==> src/design/lztsd_pkg.sv <==
// Shared constants, types and the controller/datapath command and status bundles.
`default_nettype none

package lztsd_pkg;

  // History depth must be a power of two: addresses wrap on the low bits.
  localparam int unsigned HISTORY_DEPTH    = 65536;
  localparam int unsigned HIST_AW          = $clog2(HISTORY_DEPTH);
  localparam int unsigned BYTES_PER_RESULT = 4;
  localparam int unsigned LANES            = 4;
  localparam int unsigned LANE_GROUP       = (BYTES_PER_RESULT < LANES) ? BYTES_PER_RESULT : LANES;
  localparam int unsigned LANE_CNT_W       = 3;
  localparam int unsigned LANE_IDX_W       = 2;

  localparam logic [7:0]  ESCAPE_BYTE      = 8'hFE;
  localparam logic [7:0]  ESCAPED_LIT_MARK = 8'h00;
  localparam logic [31:0] MAX_OUT_RESET    = 32'hFFFF_FFFF;

  // Register word index on the configuration port.
  localparam logic        REG_MAX_OUT      = 1'b0;

  typedef struct packed {
    logic capture;     // latch the accepted input item
    logic eval;        // decode the held item and apply its effect
    logic rd;          // issue a history read for the next copy byte
    logic cp_push;     // write the read byte to history and the lane buffer
    logic flush;       // move the lane buffer into the output register
    logic final_flush; // the flush closes the item
  } cmd_t;

  typedef struct packed {
    logic is_last;     // held item carries the last flag
    logic ev_emit;     // item emits a literal or detects an error
    logic ev_copy;     // item starts a copy of nonzero length
    logic cp_last;     // the copy byte in flight is the final one
    logic lanes_full;  // one more byte fills the lane group
    logic out_free;    // output register can take a result this cycle
  } status_t;

endpackage

`default_nettype wire

==> src/design/lztsd_ctrl.sv <==
// Sequencing state machine: accepts an item, decodes it, runs copies, flushes results.
`default_nettype none

module lztsd_ctrl (
  input  wire logic              clk,
  input  wire logic              rst,
  input  wire logic              in_valid,
  output      logic              in_ready,
  input  wire lztsd_pkg::status_t st,
  output      lztsd_pkg::cmd_t    cmd
);

  typedef enum logic [2:0] {
    S_IDLE,
    S_EVAL,
    S_COPY_RD,
    S_COPY_WR,
    S_FLUSH_MID,
    S_FLUSH_END
  } state_t;

  state_t state;
  state_t state_next;

  always_comb begin
    state_next = state;
    cmd        = '0;
    in_ready   = 1'b0;
    unique case (state)
      S_IDLE: begin
        in_ready    = 1'b1;
        cmd.capture = in_valid;
        if (in_valid) begin
          state_next = S_EVAL;
        end
      end
      S_EVAL: begin
        cmd.eval = 1'b1;
        if (st.ev_copy) begin
          state_next = S_COPY_RD;
        end else if (st.ev_emit || st.is_last) begin
          state_next = S_FLUSH_END;
        end else begin
          state_next = S_IDLE;
        end
      end
      S_COPY_RD: begin
        cmd.rd     = 1'b1;
        state_next = S_COPY_WR;
      end
      S_COPY_WR: begin
        cmd.cp_push = 1'b1;
        if (st.cp_last) begin
          state_next = S_FLUSH_END;
        end else if (st.lanes_full) begin
          state_next = S_FLUSH_MID;
        end else begin
          state_next = S_COPY_RD;
        end
      end
      S_FLUSH_MID: begin
        if (st.out_free) begin
          cmd.flush  = 1'b1;
          state_next = S_COPY_RD;
        end
      end
      S_FLUSH_END: begin
        if (st.out_free) begin
          cmd.flush       = 1'b1;
          cmd.final_flush = 1'b1;
          state_next      = S_IDLE;
        end
      end
      default: state_next = S_IDLE;
    endcase
  end

  always_ff @(posedge clk) begin
    if (rst) begin
      state <= S_IDLE;
    end else begin
      state <= state_next;
    end
  end

endmodule

`default_nettype wire

==> config.mk <==
export PLATFORM = sky130hd
export DESIGN_NAME = lztsd_ctrl
export DESIGN_NICKNAME = d
export VERILOG_FILES = /design/src/design/lztsd_pkg.sv /design/src/design/lztsd_ctrl.sv
export SDC_FILE = /design/constraint.sdc
export NUM_CORES = 1
export LEC_CHECK = 0
export BUFFER_PORTS_ARGS = -buffer_cell sky130_fd_sc_hd__clkbuf_2
export CAP_MARGIN = 20
export CORE_AREA = 2 2 39 41
export CTS_CLUSTER_DIAMETER = 30
export CTS_CLUSTER_SIZE = 14
export DETAILED_ROUTE_END_ITERATION = 8
export DIE_AREA = 0 0 41 43
export HOLD_SLACK_MARGIN = 0.02
export PLACE_DENSITY_LB_ADDON = 0.2
export SLEW_MARGIN = 20
export SYNTH_ARGS = -nofsm -noshare
export SYNTH_HDL_FRONTEND = slang
export SYNTH_SLANG_ARGS = --single-unit
==> constraint.sdc <==
create_clock -name clk -period 1.05 [get_ports clk]
set_input_delay 0.0525 -clock clk [delete_from_list [all_inputs] [get_ports clk]]
set_output_delay 0.0525 -clock clk [all_outputs]
set_load 0.05 [all_outputs]
-- Word-level counts from Yosys, hierarchy flattened
Index checks and enable logic that the tools add are counted.
W data, S select, Z words.
- logic and storage cells: 29
- input bits: 9
- register bits: 3
- eq/ne operators: 8
- reductions and logical operators: 3
- mux-type cells: 17
- operators by type and width (operator ; number):
    $mux W3 ; 7
    $pmux W3 S6 ; 1
    $mux W1 ; 7
    $eq A3 B2 Y1 const B ; 2
    $eq A3 B3 Y1 const B ; 2
    $ne A2 B2 Y1 const B ; 3
    $eq A3 B1 Y1 const B ; 1
    $logic_not A3 Y1 ; 1
    $reduce_and A3 Y1 ; 1
    $mux W2 ; 1
    $pmux W1 S2 ; 1
    $logic_or A1 B1 Y1 ; 1

-- Longest topological paths before layout
Gate-level depths: netlist of run 1.
- depth in word-level cells: 4
- depth in mapped cells: 4

-- Least setup slack after synthesis of run 1
OpenSTA, ideal clock, no wires.
- path kind: register -> output
- start point: reg state[2]
- end point: out cmd[5] (netlist name)
- cell stages (with the launch flop): 4
- arrival time: 2162 ps
- setup slack: -1165 ps
- buffers on the path: 1
- cell sequence: dfxtp_1 > buf_4 > nor3_1 > and2_1
- RTL lines (item ; RTL line ; RTL):
    start, declared ; lztsd_ctrl.sv:22 ; state_t state;
    start signal, assigned ; lztsd_ctrl.sv:82 ; state <= state_next;
    end, declared ; lztsd_ctrl.sv:10 ; output lztsd_pkg::cmd_t cmd

==> metrics list, run 1 <==
* Synthesis Warnings: 0
* P per Cell Area: 1400 nW/µm²
* Crit path kind: reg -> out
- Slowest stage cell on the critical path: sky130_fd_sc_hd__dfxtp_4
- Static timing analysis puts the maximum clock frequency at 0.818 GHz.
- Pin count of the biggest net entering global routing: 8
- The total count of hold-check failures in the final report was 0.
- The number of global-route vias before repair is 350.
- Final cycle utilization of the critical path: 116%
- Wires add up to 869 µm.
- Number of synthesized register bits: 3
- After legalization and detailed placement, the total HPWL measured 647 µm.
- Area share of the largest cell type after synthesis: 20.1%
- Cell type with the largest total area after synthesis: sky130_fd_sc_hd__dfxtp_1
- H-Tree Level Count: 1
- In this run the tool buffered the top-level ports with 15 buffer cells.
- Fillers: 133
- Final number of max-transition violations: 0
* Peak VDD IR: 556 µV
* Last weighted congestion value of the routability-driven placer: 0.782
- Count of antenna-violating nets left after detailed routing: 0
- Final-report setup violation count: 10
* Post-layout worst setup margin: -173 ps
- In the synthesized netlist the dominant register cell turns out to be sky130_fd_sc_hd__dfxtp_1.
- Outcome: finished with violations
- In this run the worst path has a maximum fanout of 4.
* Die Wd: 41 µm
* CP Launch Type: register
- The final route contains 362 vias.
- The mapped netlist covers 299 µm².
- Root cell of the clock tree: sky130_fd_sc_hd__clkbuf_4
- The largest single stage delay on the critical path is 350 ps.
- After detailed routing, the average wire length per cell comes to 10.5 µm.
- In the final layout, the registers with the most flip-flops are state x3.
- Total iterations of the first detailed-routing run: 2
* Synth cell types: 24
* Min cycle time layout: 1220 ps
* Async set-reset flop share out of synthesis: 0%
- # clock sinks: 3
* Height of the die: 43 µm
* Post-synth EDFFs: 0
- The register with the most flip-flops in the layout has 3 of them.
- Antenna violations before repair: 0
* Placed Cells incl. Taps: 73
* Maximum clock path buffer count: 2
- Setup slack on the worst reg-to-reg path comes out at -130 ps.
- Across the run, the number of max-cap violations was 0.
- state holds more flip-flops than any other register.
- Worst Clk Skew: 2.59 ps
* Count of standard-cell rows: 14
* Leakage power summed over all cells: 0.314 nW
* Post-Syn Nets: 46
- Average via count per standard cell: 4.36
- Buffers inserted during clock tree synthesis total 3.
- After layout, the design draws a total of 0.972 mW.
- The total area inside the core boundary comes to 1380 µm².
* Layout cells sized above 1: 73.1%
- Overall die area: 1760 µm²
- Violations in the final reports: negative setup slack
* Clock Latency Late Sink: 230 ps
- Core occupancy in the finished layout: 50.3%
* Post-synthesis instance total: 37
* Setup crit end kind: output port
- Clock-pin slew was measured on the worst setup and hold paths at 40 ps.
- During I/O placement, the number of pins put on the boundary was 16.
* Relative max-transition margin: 84.0%
- Signed area change from the synthesized netlist to the final layout: 133%
- RSZ-0062 raised after global routing: true
- Mean instance size in the synthesized netlist: 8.08 µm²
- For the pin with the worst max-slew slack, the measured transition is 237 ps.
* Fin cells: 83
- After synthesis, flip-flops and latches occupy 20.1% of the total area.
- Effective utilization at floorplan: 21.6%
* WP data required: 1000 ps
* TritonCTS clock tree: done
* Overall Global Routing Usage: 12.3%
- For this block, the initial DRC count from the detailed router was 2.
- The tightest hold path in the finished design has a slack of 136 ps.
- Congestion Overflow GR: 0
* Dominant cells by area after synthesis: sky130_fd_sc_hd__dfxtp_1, sky130_fd_sc_hd__nor3b_4, sky130_fd_sc_hd__and3b_1
- Total negative setup slack: -953 ps
* Kind of path behind the tightest hold check: in -> reg
* Number of antenna repair diodes: 0
- For this run, design rule violations remaining after detail routing come to 0.
* Top post-synthesis cells by count: sky130_fd_sc_hd__dfxtp_1, sky130_fd_sc_hd__nor2_1, sky130_fd_sc_hd__nor3_1
- The signal on the critical path passes through buf_4 -> nor3_4 -> and2_4 -> clkbuf_16.
- The first global-routing pass estimated 1.44 mm of wire.
- Data on the critical path arrives at its endpoint at 1170 ps.
- Total Nets Final: 77
[power breakdown]
part	total, mW	internal, mW	leakage, nW	switching, mW
clock network	0.205	0.143	0.0150	0.0619
registers	0.150	0.131	0.0267	0.0191
logic	0.617	0.336	0.272	0.281
total	0.972	0.610	0.314	0.362
[layout by cell type, fill, tap and decap left out, types with 2 or more instances in the layout]
| master | count |
|---|---|
| sky130_fd_sc_hd__nor3_4 | 2 |
| sky130_fd_sc_hd__inv_1 | 2 |
| sky130_fd_sc_hd__clkbuf_4 | 3 |
| sky130_fd_sc_hd__clkbuf_2 | 8 |
| sky130_fd_sc_hd__buf_6 | 4 |
| sky130_fd_sc_hd__clkbuf_16 | 3 |
| sky130_fd_sc_hd__dfxtp_4 | 3 |
| sky130_fd_sc_hd__nor2_4 | 2 |
| sky130_fd_sc_hd__buf_8 | 2 |
| sky130_fd_sc_hd__buf_4 | 10 |
| sky130_fd_sc_hd__o21ai_2 | 2 |
| sky130_fd_sc_hd__a21oi_1 | 2 |
| sky130_fd_sc_hd__and2_4 | 2 |
[cell families (layout without fill, tap and decap cells)]
family,count (synthesis),after routing,synth area share (%)
DFF,3,3,20.1
and+or+nand+nor,18,18,41.8
AOI/OAI and AO/OA,11,11,27.6
buffers and inverters,5,35,10.5
[worst max-delay path, delay by kind of cell (launching register included)]
kind / cells / cell delay (ps)
buffers and inverters: 2 / 300
flip-flops: 1 / 350
AND/OR/NAND/NOR: 2 / 280
[final timing paths]
path / endpoint / from / depth (start not counted)
worst max-delay path: cmd[5] / state[1] / 4
worst min-delay path: state[1] / st[1] / 4
worst max register to register: state[0] / state[0] / 4
worst min register to register: state[1] / state[1] / 4
[metrics by stage]
step,setup WS [ps],cell area [µm²]
floorplan,-349,343
global placement,-86.0,485
detailed placement,-90.5,485
CTS,-168,679
global route,-210,696
finish,-173,696
[metal layers]
metal / GRT usage [%] / up-vias / wire, µm
met4: 8.00 / 0 / 18
li1: - / 192 / -
met3: 1.57 / 2 / 22
met1: 15.0 / 158 / 375
met2: 19.1 / 10 / 452
met5: 0 / - / 0
[layout make-up]
type	instances	area [µm²]	area share, %
Clock buffer	4	26.3	3.78
Inverter	2	7.51	1.08
Sequential cell	3	71.3	10.3
Multi-Input combinational cell	29	275	39.6
Timing Repair Buffer	29	295	42.4
Tap cell	16	20.0	2.88
[what timing repair did]
item,4_1_cts,5_1_grt
gates resized for setup,27,7
setup buffers,5,0
hold buffers,1,0
hold endpoints to repair,1,0
pin swaps,7,2
endpoints found under the setup margin,10,10
(Power assumes the default switching activity.)
==> run 2, diff against run 1 <==
- SKIP_CTS_REPAIR_TIMING: default -> 1
==> run 2 against run 1 <==
  * The flow still finishes with violations (negative setup slack)
  * Count of clock-buffer cells in the layout did not move
  * Critical path depth fell by 1
  * Routed wire length fell by 7.5%
  * Sequential cell count did not move
  * Critical path type unchanged
  * Critical endpoint is now cmd[0]
  * Largest power group unchanged
==> metrics list, run 2 (synthesis gave the netlist of run 1 again) <==
- Leaving out fill and tap cells, the most frequent cell in the layout is sky130_fd_sc_hd__buf_4.
* Drt wl/cell: 10.1 µm (-4.0%)
- The clock latency reported for the late side of the worst-skew pair was 240 ps (about the same).
- The cell sitting at the root of the clock tree is a sky130_fd_sc_hd__clkbuf_4.
- Total iterations of the first detailed-routing run: 2 (unchanged)
* Pin count of the biggest net entering global routing: 9 (+1)
- The arrival time at the worst endpoint is 1150 ps (-20 ps).
- Setup repair after global routing could not meet its margin everywhere.
* Effective utilization at floorplan: 21.6% (unchanged)
- The final reports fail on negative setup slack.
- The global-route met3 utilization came to 1.57% (unchanged).
- The number of antenna-violating nets in the routed design was 0 (unchanged).
- Series of cell instances along the critical path: and3b_2 -> and2_4 -> buf_8
- The slew of the pin with the lowest slew margin came to 246 ps (+9.02 ps).
- The standard-cell row count was 14 (unchanged).
- P per Cell Area: 1440 nW/µm² (+2.9%)
- Source of the worst hold timing path: rst
- Fin cells: 80 (-3.6%)
- Antenna violations before repair: 0 (unchanged)
* Final hold vios: 0 (unchanged)
- Count of cells along the worst hold path: 2 (-2)
- Relative max-transition margin: 83.7% (-0.27 points)
- The worst register-to-register path ends at state[1].
- The flip-flop count of the largest register after layout is 3 (unchanged).
- The global routing stage identified its most utilized layer as met1.
* Overall Global Routing Usage: 10.0% (-2.3 points)
- Core occupancy in the finished layout: 43.4% (-6.9 points)
* Setup WS pre-CTS: -90.5 ps (unchanged)
* Final-report setup violation count: 10 (unchanged)
* Grt met1 use: 13.7% (-1.3 points)
* Via count of the first global-routing pass: 289 (-17%)
* Global-route wire length before repair: 1.18 mm (-18%)
- The number of input and output port buffers inserted was 15 (unchanged).
- The maximum fanout along the worst path came to 5 (+1).
* DR vias: 352 (-2.8%)
- Kind of path behind the tightest hold check: in -> reg
- The maximum clock skew at final layout is 2.48 ps (-0.110 ps).
- Fmax: 0.829 GHz (+1.4%)
- Ranked by flip-flop count, first place goes to state.
- TritonCTS built the clock tree.
* CP Launch Type: register
* Top Registers: state x3
* Overall die area: 1760 µm² (unchanged)
* Die Wd: 41 µm (unchanged)
- Max-cap violations: 0 (unchanged)
* Number of buffers created by CTS: 3 (unchanged)
- Average via count per standard cell: 4.40 (+0.88%)
- DRC viols: 0 (unchanged)
- Post-layout worst setup margin: -156 ps (+16.6 ps)
- Power consumption: 0.863 mW (-11%)
- Total core area: 1380 µm² (unchanged)
- The sum of overflow across all layers after global routing came to 0 (unchanged).
- The boundary pin count was 16 (unchanged).
- Start of the worst register-to-register path: state[2]
* Number of DRC markers after the initial detailed-route iteration: 3 (+1)
- Signed area change from the synthesized netlist to the final layout: 101%
- Fillers: 144 (+8.3%)
- The clock slew seen by the registers of the worst setup and hold paths was 40 ps (about the same).
- Setup crit end kind: output port
* Number of cells on the worst reg-to-reg path: 3 (-1)
- Min cycle time layout: 1210 ps (-16.6 ps)
* WP data required: 1000 ps (about the same)
* Final cycle utilization of the critical path: 115% (-1.6 points)
- Commonest cells after routing, fill and taps aside: sky130_fd_sc_hd__buf_4, sky130_fd_sc_hd__clkbuf_2, sky130_fd_sc_hd__clkbuf_4, sky130_fd_sc_hd__buf_6, sky130_fd_sc_hd__dfxtp_4
* Number of antenna repair diodes: 0 (unchanged)
- The routing usage on met2 is 13.1% (-5.9 points).
* Outcome: finished with violations
* Max stage delay on crit path: 380 ps (+30 ps)
- The die height is 43 µm (unchanged).
* Placed Cells incl. Taps: 73 (unchanged)
* Flop-to-flop setup slack: -40 ps (+90 ps)
- The final routed wirelength across all metal layers was 804 µm (-7.5%).
* # clock sinks: 3 (unchanged)
- The maximum buffer depth of the clock tree came to 2 (unchanged).
- Slowest stage cell on the critical path: sky130_fd_sc_hd__dfxtp_4
- The number of H-tree levels was 1 (unchanged).
- Crit path kind: reg -> out
- Layout cells sized above 1: 71.9% (-1.3 points)
* Total Nets Final: 74 (-3.9%)
- The half-perimeter wire length after detailed placement is 647 µm (unchanged).
* Final number of max-transition violations: 0 (unchanged)
- Leakage power summed over all cells: 0.275 nW (-12%)
- Last weighted congestion value of the routability-driven placer: 0.782 (unchanged)
* Worst hold path endpoint: state[1]
- Peak VDD IR: 511 µV (-8.1%)
[run 2: worst max path at each step]
stage          slack (ps)  depth (start not counted)        to  startpoint
3_3_place_gp          -90                          4  state[0]    state[2]
5_1_grt              -210                          4    cmd[5]    state[0]
6_report             -160                          3    cmd[0]    state[1]
2_1_floorplan        -350                          4  state[0]    state[1]
3_5_place_dp          -90                          3  state[1]    state[2]
4_1_cts              -340                          4    cmd[5]    state[1]
[run 2: metrics by stage]
step           hold slack [ps]  instance area, µm²  TNS (ps)
2_1_floorplan              125                 343     -1220
3_3_place_gp               274                 485      -444
3_5_place_dp               275                 485      -473
4_1_cts                   25.1                 512     -2080
5_1_grt                   28.3                 601     -1350
6_report                  20.3                 601      -916
[run 2: routing by layer]
| metal | vias to the layer above | part of all wire, % |
|---|---|---|
| li1 | 189 | - |
| met1 | 151 | 45 |
| met2 | 10 | 50 |
| met3 | 2 | 3.2 |
| met4 | 0 | 2.2 |
| met5 | - | 0 |
[run 2: critical path: cells and delay by family (launching register included)]
family | cells | cell delay [ps]
and+or+nand+nor | 2 | 400
buffers and inverters | 1 | 140
DFF | 1 | 380
[run 2: power breakdown]
part           internal [mW]  total, mW  switching [mW]  leakage (nW)
clock network          0.143      0.205          0.0622        0.0150
registers              0.132      0.157          0.0255        0.0267
logic                  0.249      0.502           0.252         0.233
[run 2: layout make-up]
cell class | instances | area, µm² | share of cell area (%)
Clock buffer | 4 | 26.3 | 4.38
Inverter | 2 | 10.0 | 1.67
Multi-Input combinational cell | 29 | 258 | 42.9
Sequential cell | 3 | 71.3 | 11.9
Tap cell | 16 | 20.0 | 3.33
Timing Repair Buffer | 26 | 215 | 35.8
